===== config.mk =====
export PLATFORM = sky130hd
export DESIGN_NAME = char_stream_tokenizer_unit
export DESIGN_NICKNAME = d
export VERILOG_FILES = /design/src/hdl/cst_pkg.sv /design/src/hdl/cst_scan.sv /design/src/hdl/char_stream_tokenizer_unit.sv
export SDC_FILE = /design/constraint.sdc
export NUM_CORES = 1
export LEC_CHECK = 0
export BUFFER_PORTS_ARGS = -buffer_cell sky130_fd_sc_hd__buf_2
export CORE_UTILIZATION = 43
export CTS_CLUSTER_DIAMETER = 50
export DETAILED_ROUTE_END_ITERATION = 16
export SYNTH_ARGS = -nofsm -noshare
export SYNTH_HDL_FRONTEND = slang
export SYNTH_SLANG_ARGS = --single-unit

===== constraint.sdc =====
create_clock -name clock -period 7.53 [get_ports clock]
set_input_delay 0.753 -clock clock [delete_from_list [all_inputs] [get_ports clock]]
set_output_delay 0.753 -clock clock [all_outputs]
set_load 0.05 [all_outputs]

===== src/hdl/cst_pkg.sv =====
// Shared types and constants of the character stream tokenizer.
package cst_pkg;

   localparam int OFFSET_BITS   = 24;
   localparam int POSITION_BITS = 16;
   localparam int LENGTH_BITS   = 16;
   localparam int PREFIX_CHARS  = 5;

   localparam int QUEUE_DEPTH    = 4;
   localparam int QUEUE_PTR_BITS = $clog2(QUEUE_DEPTH);

   localparam logic [7:0] CHAR_AT         = 8'h40;
   localparam logic [7:0] CHAR_NEWLINE    = 8'h0a;
   localparam logic [7:0] CHAR_UNDERSCORE = 8'h5f;

   localparam logic [8*PREFIX_CHARS-1:0] WORD_VOID  = {8'h00, "d", "i", "o", "v"};
   localparam logic [8*PREFIX_CHARS-1:0] WORD_INT   = {16'h0000, "t", "n", "i"};
   localparam logic [8*PREFIX_CHARS-1:0] WORD_ABORT = {"t", "r", "o", "b", "a"};

   typedef enum logic [1:0] {
      MODE_IDLE   = 2'd0,
      MODE_WORD   = 2'd1,
      MODE_NUMBER = 2'd2,
      MODE_HALTED = 2'd3
   } mode_type;

   typedef enum logic [3:0] {
      KIND_IDENT   = 4'd0,
      KIND_VOID    = 4'd1,
      KIND_INT     = 4'd2,
      KIND_ABORT   = 4'd3,
      KIND_LITERAL = 4'd4,
      KIND_LPAREN  = 4'd5,
      KIND_RPAREN  = 4'd6,
      KIND_LBRACE  = 4'd7,
      KIND_RBRACE  = 4'd8,
      KIND_ASSIGN  = 4'd9,
      KIND_PLUS    = 4'd10,
      KIND_MINUS   = 4'd11,
      KIND_SEMI    = 4'd12,
      KIND_ERROR   = 4'd13
   } kind_type;

   typedef struct packed {
      kind_type                 kind;
      logic [OFFSET_BITS-1:0]   offset;
      logic [POSITION_BITS-1:0] row;
      logic [POSITION_BITS-1:0] column;
      logic [LENGTH_BITS-1:0]   length;
      logic                     last;
   } token_type;

   typedef struct packed {
      logic [1:0] count;
      token_type  tok0;
      token_type  tok1;
   } scan_out_type;

endpackage


===== src/hdl/cst_scan.sv =====
// Scanner state and per-byte tokenizing logic; yields up to two tokens per byte.
module cst_scan import cst_pkg::*; (
   input  logic         clock,
   input  logic         reset,
   input  logic         fire,
   input  logic [7:0]   char_code,
   input  logic         end_of_text,
   output scan_out_type scan_out
);

   mode_type                    mode_ff, mode_in;
   logic [OFFSET_BITS-1:0]      byte_ff, byte_in;
   logic [POSITION_BITS-1:0]    row_ff, row_in;
   logic [POSITION_BITS-1:0]    col_ff, col_in;
   logic [OFFSET_BITS-1:0]      pend_off_ff, pend_off_in;
   logic [POSITION_BITS-1:0]    pend_row_ff, pend_row_in;
   logic [POSITION_BITS-1:0]    pend_col_ff, pend_col_in;
   logic [LENGTH_BITS-1:0]      pend_len_ff, pend_len_in;
   logic [8*PREFIX_CHARS-1:0]   prefix_ff, prefix_in;

   logic      is_cont;
   logic      flush_old;
   logic      single_vld;
   logic      eot_flush;
   logic      err;
   kind_type  single_kind;
   token_type old_tok, single_tok, eot_tok, second_tok;
   logic      second_vld;

   function automatic logic is_letter(input logic [7:0] c);
      return c inside {[8'h61:8'h7a], [8'h41:8'h5a]};
   endfunction

   function automatic logic is_digit(input logic [7:0] c);
      return c inside {[8'h30:8'h39]};
   endfunction

   function automatic logic is_space(input logic [7:0] c);
      return c inside {8'h20, [8'h09:8'h0d]};
   endfunction

   function automatic logic punct_hit(input logic [7:0] c);
      return c inside {"(", ")", "{", "}", "=", "+", "-", ";"};
   endfunction

   function automatic kind_type punct_kind(input logic [7:0] c);
      kind_type k;
      case (c)
         "(":     k = KIND_LPAREN;
         ")":     k = KIND_RPAREN;
         "{":     k = KIND_LBRACE;
         "}":     k = KIND_RBRACE;
         "=":     k = KIND_ASSIGN;
         "+":     k = KIND_PLUS;
         "-":     k = KIND_MINUS;
         ";":     k = KIND_SEMI;
         default: k = KIND_ERROR;
      endcase
      return k;
   endfunction

   function automatic kind_type pend_kind(input mode_type m, input logic [LENGTH_BITS-1:0] len,
                                          input logic [8*PREFIX_CHARS-1:0] pre);
      kind_type k;
      k = KIND_LITERAL;
      if (m == MODE_WORD) begin
         k = KIND_IDENT;
         if (len == LENGTH_BITS'(4) && pre == WORD_VOID) begin
            k = KIND_VOID;
         end else if (len == LENGTH_BITS'(3) && pre == WORD_INT) begin
            k = KIND_INT;
         end else if (len == LENGTH_BITS'(5) && pre == WORD_ABORT) begin
            k = KIND_ABORT;
         end
      end
      return k;
   endfunction

   assign is_cont = (mode_ff == MODE_WORD &&
                     (is_letter(char_code) || is_digit(char_code) ||
                      char_code == CHAR_UNDERSCORE)) ||
                    (mode_ff == MODE_NUMBER && is_digit(char_code));

   always_comb begin
      mode_in     = mode_ff;
      byte_in     = byte_ff;
      row_in      = row_ff;
      col_in      = col_ff;
      pend_off_in = pend_off_ff;
      pend_row_in = pend_row_ff;
      pend_col_in = pend_col_ff;
      pend_len_in = pend_len_ff;
      prefix_in   = prefix_ff;
      flush_old   = 1'b0;
      single_vld  = 1'b0;
      single_kind = KIND_ERROR;
      eot_flush   = 1'b0;
      err         = 1'b0;
      eot_tok     = '0;
      if (fire && mode_ff != MODE_HALTED) begin
         if (is_cont) begin
            for (int i = 0; i < PREFIX_CHARS; i++) begin
               if (pend_len_ff == LENGTH_BITS'(i)) begin
                  prefix_in[8*i +: 8] = char_code;
               end
            end
            pend_len_in = (pend_len_ff == '1) ? pend_len_ff : pend_len_ff + 1'b1;
         end else begin
            flush_old = (mode_ff == MODE_WORD) || (mode_ff == MODE_NUMBER);
            mode_in   = MODE_IDLE;
            if (is_letter(char_code) || is_digit(char_code) ||
                char_code == CHAR_UNDERSCORE || char_code == CHAR_AT) begin
               mode_in     = is_digit(char_code) ? MODE_NUMBER : MODE_WORD;
               pend_off_in = byte_ff;
               pend_row_in = row_ff;
               pend_col_in = col_ff;
               pend_len_in = LENGTH_BITS'(1);
               prefix_in   = {{(8*PREFIX_CHARS-8){1'b0}}, char_code};
            end else if (punct_hit(char_code)) begin
               single_vld  = 1'b1;
               single_kind = punct_kind(char_code);
            end else if (!is_space(char_code)) begin
               single_vld  = 1'b1;
               single_kind = KIND_ERROR;
               err         = 1'b1;
               mode_in     = MODE_HALTED;
            end
         end
         if (!err) begin
            byte_in = (byte_ff == '1) ? byte_ff : byte_ff + 1'b1;
            if (char_code == CHAR_NEWLINE) begin
               row_in = (row_ff == '1) ? row_ff : row_ff + 1'b1;
               col_in = POSITION_BITS'(1);
            end else begin
               col_in = (col_ff == '1) ? col_ff : col_ff + 1'b1;
            end
            if (end_of_text) begin
               eot_flush      = (mode_in == MODE_WORD) || (mode_in == MODE_NUMBER);
               eot_tok.kind   = pend_kind(mode_in, pend_len_in, prefix_in);
               eot_tok.offset = pend_off_in;
               eot_tok.row    = pend_row_in;
               eot_tok.column = pend_col_in;
               eot_tok.length = pend_len_in;
               eot_tok.last   = 1'b1;
               mode_in        = MODE_IDLE;
               byte_in        = '0;
               row_in         = POSITION_BITS'(1);
               col_in         = POSITION_BITS'(1);
               pend_len_in    = '0;
               prefix_in      = '0;
            end
         end
      end
   end

   always_comb begin
      old_tok.kind   = pend_kind(mode_ff, pend_len_ff, prefix_ff);
      old_tok.offset = pend_off_ff;
      old_tok.row    = pend_row_ff;
      old_tok.column = pend_col_ff;
      old_tok.length = pend_len_ff;
      old_tok.last   = 1'b1;

      single_tok.kind   = single_kind;
      single_tok.offset = byte_ff;
      single_tok.row    = row_ff;
      single_tok.column = col_ff;
      single_tok.length = LENGTH_BITS'(1);
      single_tok.last   = 1'b1;

      second_vld = single_vld || eot_flush;
      second_tok = single_vld ? single_tok : eot_tok;

      scan_out.count = {1'b0, flush_old} + {1'b0, second_vld};
      scan_out.tok0  = flush_old ? old_tok : second_tok;
      scan_out.tok0.last = !(flush_old && second_vld);
      scan_out.tok1  = second_tok;
   end

   always_ff @(posedge clock) begin
      if (reset) begin
         mode_ff     <= MODE_IDLE;
         byte_ff     <= '0;
         row_ff      <= POSITION_BITS'(1);
         col_ff      <= POSITION_BITS'(1);
         pend_off_ff <= '0;
         pend_row_ff <= POSITION_BITS'(1);
         pend_col_ff <= POSITION_BITS'(1);
         pend_len_ff <= '0;
         prefix_ff   <= '0;
      end else begin
         mode_ff     <= mode_in;
         byte_ff     <= byte_in;
         row_ff      <= row_in;
         col_ff      <= col_in;
         pend_off_ff <= pend_off_in;
         pend_row_ff <= pend_row_in;
         pend_col_ff <= pend_col_in;
         pend_len_ff <= pend_len_in;
         prefix_ff   <= prefix_in;
      end
   end

endmodule


===== src/hdl/char_stream_tokenizer_unit.sv =====
// Top level of the character stream tokenizer: input register, scanner, token queue.
//
// Source text enters on the req_ stream, one byte per beat; req_tlast marks the
// last byte of a text and flushes any pending word or number. Tokens leave on the
// rsp_ stream, one per beat; rsp_tlast marks the last token caused by one byte.
// One byte yields zero, one or two tokens.
// An accepted byte passes through the input register and the token queue before its tokens appear on rsp_.
// Throughput: one byte per cycle; the scanner fires on the registered byte when
// the four-entry token queue has room for two tokens, so the output side drains
// one token per cycle and a run of two-token bytes limits the input to that rate.
// When the receiver stalls, the queue fills and req_tready drops; nothing is lost.
// An illegal byte gives an error token and halts the scanner: later bytes are
// taken and dropped without tokens until reset.
// Reset (synchronous, active high) empties the queue and the input register and
// returns the scanner to offset 0, row 1, column 1.
module char_stream_tokenizer_unit import cst_pkg::*; (
   input  logic        clock,
   input  logic        reset,
   input  logic        req_tvalid,
   output logic        req_tready,
   input  logic [7:0]  req_tdata,   // [7:0] char_code
   input  logic        req_tlast,   // end_of_text
   output logic        rsp_tvalid,
   input  logic        rsp_tready,
   output logic [79:0] rsp_tdata,   // [3:0] token_kind, [27:4] start_offset,
                                    // [43:28] start_row, [59:44] start_column,
                                    // [75:60] token_length, [79:76] zero
   output logic        rsp_tlast    // last_in_run
);

   logic         in_vld_ff, in_vld_in;
   logic [7:0]   in_char_ff;
   logic         in_eot_ff;
   logic         fire;
   logic         pop;
   scan_out_type scan_out;

   token_type                 queue_ff [QUEUE_DEPTH];
   logic [QUEUE_PTR_BITS-1:0] wr_ptr_ff, wr_ptr_in;
   logic [QUEUE_PTR_BITS-1:0] rd_ptr_ff, rd_ptr_in;
   logic [QUEUE_PTR_BITS:0]   count_ff, count_in;
   token_type                 head;

   assign fire       = in_vld_ff && (count_ff <= (QUEUE_PTR_BITS+1)'(QUEUE_DEPTH - 2));
   assign req_tready = !in_vld_ff || fire;
   assign in_vld_in  = (req_tvalid && req_tready) || (in_vld_ff && !fire);

   always_ff @(posedge clock) begin
      if (reset) begin
         in_vld_ff <= 1'b0;
      end else begin
         in_vld_ff <= in_vld_in;
      end
   end

   always_ff @(posedge clock) begin
      if (req_tvalid && req_tready) begin
         in_char_ff <= req_tdata;
         in_eot_ff  <= req_tlast;
      end
   end

   cst_scan u_scan (
      .clock       (clock),
      .reset       (reset),
      .fire        (fire),
      .char_code   (in_char_ff),
      .end_of_text (in_eot_ff),
      .scan_out    (scan_out)
   );

   assign pop       = rsp_tvalid && rsp_tready;
   assign wr_ptr_in = wr_ptr_ff + (fire ? QUEUE_PTR_BITS'(scan_out.count) : QUEUE_PTR_BITS'(0));
   assign rd_ptr_in = rd_ptr_ff + QUEUE_PTR_BITS'(pop);
   assign count_in  = count_ff
                      + (fire ? (QUEUE_PTR_BITS+1)'(scan_out.count) : (QUEUE_PTR_BITS+1)'(0))
                      - (QUEUE_PTR_BITS+1)'(pop);

   always_ff @(posedge clock) begin
      if (reset) begin
         wr_ptr_ff <= '0;
         rd_ptr_ff <= '0;
         count_ff  <= '0;
      end else begin
         wr_ptr_ff <= wr_ptr_in;
         rd_ptr_ff <= rd_ptr_in;
         count_ff  <= count_in;
      end
   end

   always_ff @(posedge clock) begin
      if (fire && scan_out.count != 2'd0) begin
         queue_ff[wr_ptr_ff] <= scan_out.tok0;
      end
      if (fire && scan_out.count == 2'd2) begin
         queue_ff[wr_ptr_ff + QUEUE_PTR_BITS'(1)] <= scan_out.tok1;
      end
   end

   assign head       = queue_ff[rd_ptr_ff];
   assign rsp_tvalid = (count_ff != '0);
   assign rsp_tdata  = {4'b0000, head.length, head.column, head.row, head.offset, head.kind};
   assign rsp_tlast  = head.last;

endmodule


## Yosys cells after proc, flatten, opt, wreduce, memory -nomap -nowiden

Memory sizes are Yosys's and may differ from the RTL's. A register that Yosys moved wholly into a read port is not among the register bits.
Cells that the tools add are included.
Widths: inputs -> output; s select.

- $lt $le $gt $ge: 9
- $add $sub $neg: 10
- Muxes and demuxes: 77
- Eq/ne operators: 39
- Bitwise gates (word level): 1
- Reductions and logical operators: 42

Operators with widths:

| operator | count |
|---|---|
| $mux 77 | 5 |
| $mux 16 | 16 |
| $mux 40 | 5 |
| $mux 24 | 4 |
| $eq 40x23->1 const B | 2 |
| $eq 40x31->1 const B | 2 |
| $eq 40x39->1 const B | 2 |
| $eq 16x3->1 const B | 4 |
| $eq 8x6->1 const B | 7 |
| $add 16x1->16 const B | 3 |
| $eq 16x16->1 const B | 3 |
| $eq 16x2->1 const B | 3 |
| $mux 4 | 10 |
| $mux 8 | 5 |
| $eq 8x7->1 const B | 4 |
| $pmux 4 s8 | 1 |
| $mux 2 | 13 |
| $add 24x1->24 const B | 1 |
| $eq 24x24->1 const B | 1 |
| $logic_and 1x1->1 | 20 |
| $mux 1 | 18 |
| $eq 16x1->1 const B | 1 |
| $ge 8x7->1 const B | 2 |
| $le 8x7->1 const B | 2 |
| 25 further kinds | 44 |

- Input port bits: 13
- Memories kept: 1
- Word-level logic and storage cells: 194
- Flip-flop bits (word level): 187
- Output and inout port bits: 83
- Memory bits (writable): 308

Memories:

| memory | words | bits a word | rd ports | clocked after Yosys merged registers in | write ports | line | text |
|---|---|---|---|---|---|---|---|
| queue_ff | 4 | 77 | 1 | 1 | 2 | char_stream_tokenizer_unit.sv:38 | `token_type queue_ff [QUEUE_DEPTH];` |

## Logic depth before layout (Yosys ltp)

Gate-level depths: netlist of the first run.

- Depth in word-level cells: 20
- Depth in mapped cells: 20

## Modules after synthesis

A second synthesis of the first run with hierarchy kept.

- Cell total of the unflattened synthesis: 2,203
- Area total of the unflattened synthesis: 26,635.5 sq um

Modules (own cells, without submodules):

| module | sequential area each (sq um) | area each (sq um) | times used | cells each |
|---|---|---|---|---|
| char_stream_tokenizer_unit | 9,679.3 | 16,161.8 | 1 | 825 |
| cst_scan | 3,403.3 | 10,473.8 | 1 | 1,378 |

## Worst setup path after synthesis of the first run

OpenSTA, ideal clock, no wires.

- Path kind: flip-flop to flip-flop
- From: register in_char_ff[1]
- To: memory queue_ff[1][0] (netlist name) (enable)
- Data required time: 7.017 ns
- Slack: 0.672 ns
- Arrival: 6.345 ns
- Library setup time: 0.513 ns
- Clock period less this slack: 6.858 ns
- Stages on the path, launching flop included: 15
- Path through: edfxtp_1 > buf_6 > or4b_4 > nor3_2 > o21ai_1 > o21ai_1 > clkbuf_1 > o221ai_1 > ha_1 > o21ai_0 > and2_1 > ha_1 > clkbuf_1 > o211ai_1 > nor2_1

RTL lines:

| item | line | text |
|---|---|---|
| start: declaration | char_stream_tokenizer_unit.sv:32 | `logic [7:0] in_char_ff;` |
| start signal: assignment | char_stream_tokenizer_unit.sv:58 | `in_char_ff <= req_tdata;` |
| end: declaration | char_stream_tokenizer_unit.sv:38 |  |

==> results of run 1 <==
==> cell usage after synthesis (7+ instances only) <==
library cell,count
a21oi_1,129
a22o_1,231
a22oi_1,27
a31oi_1,16
and2_1,11
and3_1,27
and4_1,11
buf_1,38
buf_2,22
buf_4,7
clkbuf_1,138
dfxtp_1,178
edfxtp_1,317
ha_1,18
inv_1,27
mux2_2,30
mux2i_1,11
mux4_2,77
nand2_1,262
nand2b_1,9
nand3_1,58
nand3b_1,7
nand4_1,26
nor2_1,153
nor2b_1,12
nor3_1,29
nor4_1,16
nor4b_1,10
o21ai_0,59
or3_1,15
xnor2_1,17
xor2_1,35
==> stage by stage <==
stage | area, sq um | hold WS [ns] | cells
2_1_floorplan | 24100 | 0.440 | 2135
6_report | 26900 | 0.329 | 2903
3_3_place_gp | 25000 | 0.474 | 2797
4_1_cts | 26900 | 0.300 | 2902
3_5_place_dp | 25000 | 0.471 | 2797
5_1_grt | 26900 | 0.311 | 2902
==> metal layers <==
layer | vias up | global-route usage [%]
met5 | - | 0
met4 | 0 | 8.18
met3 | 112 | 4.02
met2 | 653 | 38.1
met1 | 8694 | 32.2
li1 | 7993 | -
==> cell type report <==
type                       count  area (sq um)  share of cell area [%]
timing repair buffer         122           728                    2.71
sequential                   495         13100                    48.7
multi-input combinational   1405         10200                    37.8
clock buffer                  71          1520                    5.65
antenna                        1          2.50                 0.00930
tap                          748           936                    3.48
inverter                      27           101                   0.377
clock inverter                34           362                    1.34
==> critical path, delay by kind of cell, from the launching register on <==
family,cells,cell delay [ns]
buffers and inverters,2,0.89
and+or+nand+nor,4,1.36
AOI/OAI and AO/OA,8,2.11
DFF,1,0.99
adders and majority gates,2,0.61
==> power by group through the flow <==
stage	clock network, mW	logic, mW	registers, mW
finish	2.75	1.67	3.05
global placement	0	1.67	3.11
floorplan	0	1.29	3.01
CTS	2.79	1.68	3.05
global route	2.91	1.75	3.06
detailed placement	0	1.68	3.11
==> flip-flops by register name, summed over array words and instances, names as in the netlist <==
signal / count
u_scan.pend_len_ff: 16
count_ff: 3
u_scan.mode_ff: 2
u_scan.byte_ff: 24
u_scan.prefix_ff: 40
u_scan.pend_off_ff: 24
in_eot_ff: 1
rd_ptr_ff: 2
u_scan.pend_row_ff: 16
in_vld_ff: 1
queue_ff: 308
wr_ptr_ff: 2
u_scan.pend_col_ff: 16
in_char_ff: 8
u_scan.col_ff: 16
u_scan.row_ff: 16
==> path summary, 6_finish.rpt <==
check | endpoint | slack, ns | depth (start not counted)
worst min-delay path | in_eot_ff$_DFFE_PP_ | 0.33 | 1
worst max register to register | queue_ff[1][26]$_DFFE_PP_ | 1.29 | 16
worst min register to register | u_scan.prefix_ff[27]$_SDFFE_PP0P_ | 0.49 | 2
worst max-delay path | queue_ff[1][26]$_DFFE_PP_ | 1.29 | 16
==> logic make-up after synthesis <==
kind of cell,after synthesis,share of synthesized area [%]
buf+inv,235,3.93
xor+xnor,52,1.89
mux,118,9.07
other cells,1,0.0156
simple gates,685,13.8
compound gates,527,15.9
flops,495,54.4
fa+ha+maj,19,1.02
==> flow_summary_export.csv, run 1 <==
group,metric,value,unit
logic_synthesis,async_reset_ff_share,0,%
placed_design,dp_hpwl,39.2,mm
finish,syn_to_final_growth,11.9,%
power,p_int,5.01,mW
floorplan,initial_utilization,43.6,%
drt,drt_wl_total,67.4,mm
critical_path,cpPeakStageDelay,0.99,ns
global_route,grt_pass1_vias,17114,
sta,fin_crit,6.24,ns
logic_synthesis,synth_ff_type,"edfxtp_1",
flow_run,maxCapViolCount,0,
drt,routed.top_layer,"met4",
drt,dr.pass1.iters,5,
drt,drc,0,
drt,vias,17452,
sta,setup-violations-final,0,
drt,wl_met3,4.77,mm
floorplan,coreArea,55200,sq um
clocking,clkSlewWorstSetupHoldPaths,0.05,ns
critical_path,crit_required,7.89,ns
logic_synthesis,post-synth-top-area-cell,"edfxtp_1",
clocking,post_cts_buffers,0,
finish,final_util,48.7,%
global_route,grt_max_degree,68,
global_route,grt_overflow_total,0,
critical_path,reg2reg_from,"in_char_ff[1]$_DFFE_PP_",
global_route,grt_antenna_before_repair,0,
logic_synthesis,synth.top_cell.area_share,39.6,%
sta,worst_pin_slew,1.21,ns
logic_synthesis,syn_inst,2132,
logic_synthesis,synth_edf_count,317,
sta,fin_ws,1.29,ns
floorplan,fp.dieArea,56900,sq um
drt,drtAntennaViolNets,0,
logic_synthesis,syn-mean-instance-area,11.3,sq um
placed_design,io_buffers,91,
logic_synthesis,ys_warn_count,0,
status,status,"completed",
min_path,hold_class,"in2reg",
placed_design,pre_cts_slack,1.36,ns
finish,fillers,4949,
sta,fmax,0.160,GHz
critical_path,crit_type,"reg2reg",
clocking,cts-root-buf,"clkbuf_16",
floorplan,die_y,239,microns
finish,drive_gt1_share,17.0,%
power,p_leak,8.69,nW
critical_path,cp.arrival,6.60,ns
drt,vias_per_cell,6.01,
power,pwr-share-comb,22.4,%
logic_synthesis,netlist-cell-type-count,85,
clocking,clockBufferDepth,3,
power,total_power,7.47,mW
critical_path,cp_max_fo,29,
global_route,grt_use_total,23.6,%
power,clockPowerShare,36.8,%
placed_design,gp_congestion,0.880,
power,swShare,32.9,%
finish,most-common-layout-cells,"edfxtp_1 (317), nand2_1 (258), a22o_1 (231)",
sta,skew,0.0359,ns
drt,wl_per_cell,23.2,microns
sta,hold_viol_final,0,
logic_synthesis,yosys-top-cells-area,"edfxtp_1 (40%), dfxtp_1 (15%), a22o_1 (8.4%)",
clocking,htree_levels,2,
finish,nets,2139,
sta,min_period_over_period,82.9,%
drt,drtIter0Drc,1558,
clocking,postCtsHoldBufs,0,
power,seqPwrFrac,40.8,%
critical_path,end_kind,"flop",
power,powerDensity,278,nW/um^2
critical_path,critPathSlowestCell,"edfxtp_1",
finish,final_common_cell,"edfxtp_1",
logic_synthesis,syn-cell-area,24100,sq um
power,ir_worst_vdd,177,uV
floorplan,fp-row-count,86,
power,power.switching,2.46,mW
global_route,grt_pass1_wl,103,mm
logic_synthesis,ys_seq_area_share,54.4,%
critical_path,crit_start,"in_char_ff[1]$_DFFE_PP_",
critical_path,worst_path_most_repeated_cell,"a21oi_1",
critical_path,path_cells,"a21oi_1 -> o311ai_4 -> o21a_2 -> nand3_1 -> a21oi_1 -> a21oi_1 -> ha_1 -> o21ai_0 -> and2_1 -> ha_1 -> nand2_1 -> o31ai_4 -> buf_4 -> nand2_2 -> buf_4 -> a22o_1",
floorplan,io_pins,96,
logic_synthesis,synth-seq-cells,495,
clocking,cts_tree,"done",
clocking,clock_latency,0.63,ns
sta,finalMaxSlewViolations,0,
sta,grt_setup_unrepaired,"false",
clocking,cts_resized,0,
drt,met2_length,31.9,mm
critical_path,critPathLaunchType,"flop",
clocking,clkSinkCount,495,
sta,tns,0,ns
sta,relSlewSlack,19.2,%
min_path,min_from,"req_tlast",
drt,wl_met1,29.1,mm
clocking,cts_buffers,56,
floorplan,fp.dieW,239,microns
No activity file was read; power rests on OpenSTA's default activity.
==> run 2: changes to the inputs <==
- ABC_AREA: unset -> 1
- clock period: 7.53 -> 5.12 ns (I/O delays scaled with it)
==> run 2 against run 1 <==
Count of clock-buffer cells in the layout rose by 14. Synthesized cell count rose by 69%. Clock skew fell by 0.021 ns. Largest power group is now clock.
==> flow_summary_export.csv, run 2 <==
group,metric,value,unit
status,status,"completed",
critical_path,cpPeakStageDelay,0.52,ns
drt,drc,0,
global_route,grt_use_total,26.1,%
critical_path,crit_start,"in_char_ff[2]$_DFFE_PP_",
critical_path,cp.buffers_inverters,4,
floorplan,coreArea,62200,sq um
global_route,grt_overflow_total,0,
floorplan,io_pins,96,
critical_path,cp.arrival,5.05,ns
clocking,cts-root-buf,"clkbuf_16",
critical_path,ff2ff_path_depth,19,
global_route,grt_pass1_vias,22687,
drt,drtIter0Drc,2308,
critical_path,path_delay_family,"simple AND/OR/NAND/NOR gates",
floorplan,fp-row-count,91,
logic_synthesis,netlist-cell-type-count,43,
logic_synthesis,post-synth-top-area-cell,"edfxtp_1",
clocking,clkSinkCount,495,
critical_path,r2r_slack,0.35,ns
placed_design,gp_congestion,0.964,
drt,vias_per_cell,5.53,
logic_synthesis,synth_edf_count,317,
finish,fillers,6138,
sta,grt_setup_unrepaired,"false",
sta,setup-violations-final,0,
clocking,clockBufferDepth,3,
flow_run,maxCapViolCount,0,
clocking,post_cts_buffers,0,
global_route,grt_antenna_before_repair,0,
logic_synthesis,ys_warn_count,0,
clocking,clkSlewWorstSetupHoldPaths,0.06,ns
drt,dr.pass1.iters,6,
clocking,htree_levels,3,
critical_path,cp_max_fo,33,
sta,fin_ws,0.352,ns
finish,n_antenna_cell,0,
power,powerDensity,419,nW/um^2
clocking,cts_buffers,66,
critical_path,worstReg2RegEnd,"queue_ff[2][28]$_DFFE_PP_",
sta,relSlewSlack,26.9,%
logic_synthesis,yosys-top-cells-area,"edfxtp_1 (35%), dfxtp_1 (13%), nand2_1 (11%)",
clocking,postCtsHoldBufs,0,
floorplan,fp.dieArea,64300,sq um
floorplan,die_y,254,microns
sta,min_period_over_period,93.1,%
logic_synthesis,async_reset_ff_share,0,%
placed_design,io_buffers,91,
power,p_leak,12.1,nW
finish,largest_reg_flops,308,
critical_path,crit_required,5.40,ns
clocking,cts_resized,0,
min_path,hold_class,"in2reg",
finish,final_util,49.2,%
critical_path,cp.depth,19,
placed_design,dp_hpwl,53.0,mm
logic_synthesis,syn-cell-area,27200,sq um
logic_synthesis,synth.top_cell.area_share,35.0,%
clocking,cts_tree,"done",
clocking,clock_latency,0.61,ns
global_route,grt_pass1_wl,130,mm
drt,drt_wl_total,84.9,mm
critical_path,path_cells,"inv_1 -> nand2_1 -> nor2_1 -> o21ai_0 -> nand2_1 -> nor2_1 -> nand2_1 -> nor2_1 -> o22ai_1 -> ha_1 -> a21oi_1 -> ha_1 -> nand2_1 -> nor2_1 -> inv_1 -> nor2_1 -> inv_1 -> o21ai_4 -> buf_12",
drt,drtAntennaViolNets,0,
finish,reg_top3,"queue_ff (308), u_scan.prefix_ff (40)",
power,total_power,12.8,mW
floorplan,fp.dieW,254,microns
logic_synthesis,synth_most_common_cell,"nand2_1",
floorplan,initial_utilization,43.8,%
logic_synthesis,synth_commonest_cells,"nand2_1 (816), o21ai_0 (494), inv_1 (441)",
sta,finalMaxSlewViolations,0,
global_route,grt_max_degree,82,
sta,hold_viol_final,0,
min_path,min_from,"req_tlast",
critical_path,critPathLaunchType,"flop",
finish,drive_gt1_share,8.27,%
critical_path,worst_path_most_repeated_cell,"nor2_1",
finish,top_register,"queue_ff",
sta,fmax,0.210,GHz
drt,wl_per_cell,18.9,microns
critical_path,crit_end,"queue_ff[2][28]$_DFFE_PP_",
critical_path,end_kind,"flop",
logic_synthesis,syn-mean-instance-area,7.54,sq um
logic_synthesis,synth-seq-cells,495,
finish,most-common-layout-cells,"nand2_1 (815), o21ai_0 (489), inv_1 (438)",
logic_synthesis,synth_ff_type,"edfxtp_1",
finish,nets,3630,
critical_path,reg2reg_from,"in_char_ff[2]$_DFFE_PP_",
logic_synthesis,ys_seq_area_share,48.1,%
finish,final_common_cell,"nand2_1",
sta,skew,0.0152,ns
finish,syn_to_final_growth,12.4,%
sta,worst_pin_slew,1.09,ns
placed_design,pre_cts_slack,0.420,ns
sta,fin_crit,4.77,ns
drt,vias,24829,
power,ir_worst_vdd,365,uV
critical_path,critPathSlowestCell,"edfxtp_1",
logic_synthesis,syn_inst,3608,
critical_path,crit_type,"reg2reg",
[run 2: area by class of cell]
type / instances / area (sq um) / share of cell area, %
flip-flops and latches: 495 / 13100 / 42.8
inverters: 454 / 1710 / 5.59
well taps: 837 / 1050 / 3.42
repair buffers: 148 / 996 / 3.26
clock buffers: 85 / 1850 / 6.04
multi-input cells: 2433 / 11600 / 37.9
clock inverters: 35 / 314 / 1.03
[run 2: cell families after synthesis]
logic type | count (synthesis) | synth area share (%)
adder cells (fa/ha/maj) | 19 | 0.901
other | 1 | 0.0138
buffers and inverters | 684 | 9.81
XOR/XNOR | 16 | 0.515
AND/OR/NAND/NOR | 1467 | 22.1
AO/OA/AOI/OAI | 926 | 18.6
flip-flops | 495 | 48.1
[run 2: per-stage QoR]
stage / cells / TNS [ns] / hold WS, ns / cell area (sq um)
final: 4487 / 0 / 0.0932 / 30600
after detailed placement: 4366 / 0 / 0.446 / 28400
after global routing: 4487 / 0 / 0.0890 / 30600
after global placement: 4366 / 0 / 0.436 / 28400
after CTS: 4486 / 0 / 0.0678 / 30600
after floorplan: 3611 / -408.75 / 0.422 / 27200
[run 2: worst reg2reg max path, delay by kind of cell (launching register included)]
kind / cells / cell delay [ns]
DFF: 1 / 0.52
AOI/OAI and AO/OA: 4 / 0.90
and+or+nand+nor: 9 / 1.52
buffers and inverters: 4 / 0.92
adders and majority gates: 2 / 0.57
[run 2: worst min-delay path by stage]
| stage | cells past startpoint | to |
|---|---|---|
| after floorplan | 1 | u_scan.byte_ff[23]$_SDFFE_PP0P_ |
| after global placement | 1 | u_scan.byte_ff[23]$_SDFFE_PP0P_ |
| after detailed placement | 1 | u_scan.byte_ff[23]$_SDFFE_PP0P_ |
| after CTS | 1 | in_eot_ff$_DFFE_PP_ |
| after global routing | 1 | in_char_ff[3]$_DFFE_PP_ |
| final | 1 | in_eot_ff$_DFFE_PP_ |
[run 2: layer usage]
metal | up-vias | routed length (microns) | track usage, %
met5 | - | 0 | 0
met4 | 0 | 2040 | 8.74
met3 | 129 | 6460 | 3.83
met2 | 963 | 38500 | 41.5
met1 | 11579 | 37900 | 36.4
li1 | 12158 | - | -
[run 2: power breakdown]
part | switching [mW] | internal, mW
combinational | 2.89 | 0.791
clock | 1.82 | 2.77
sequential | 0.131 | 4.42
total | 4.84 | 7.98
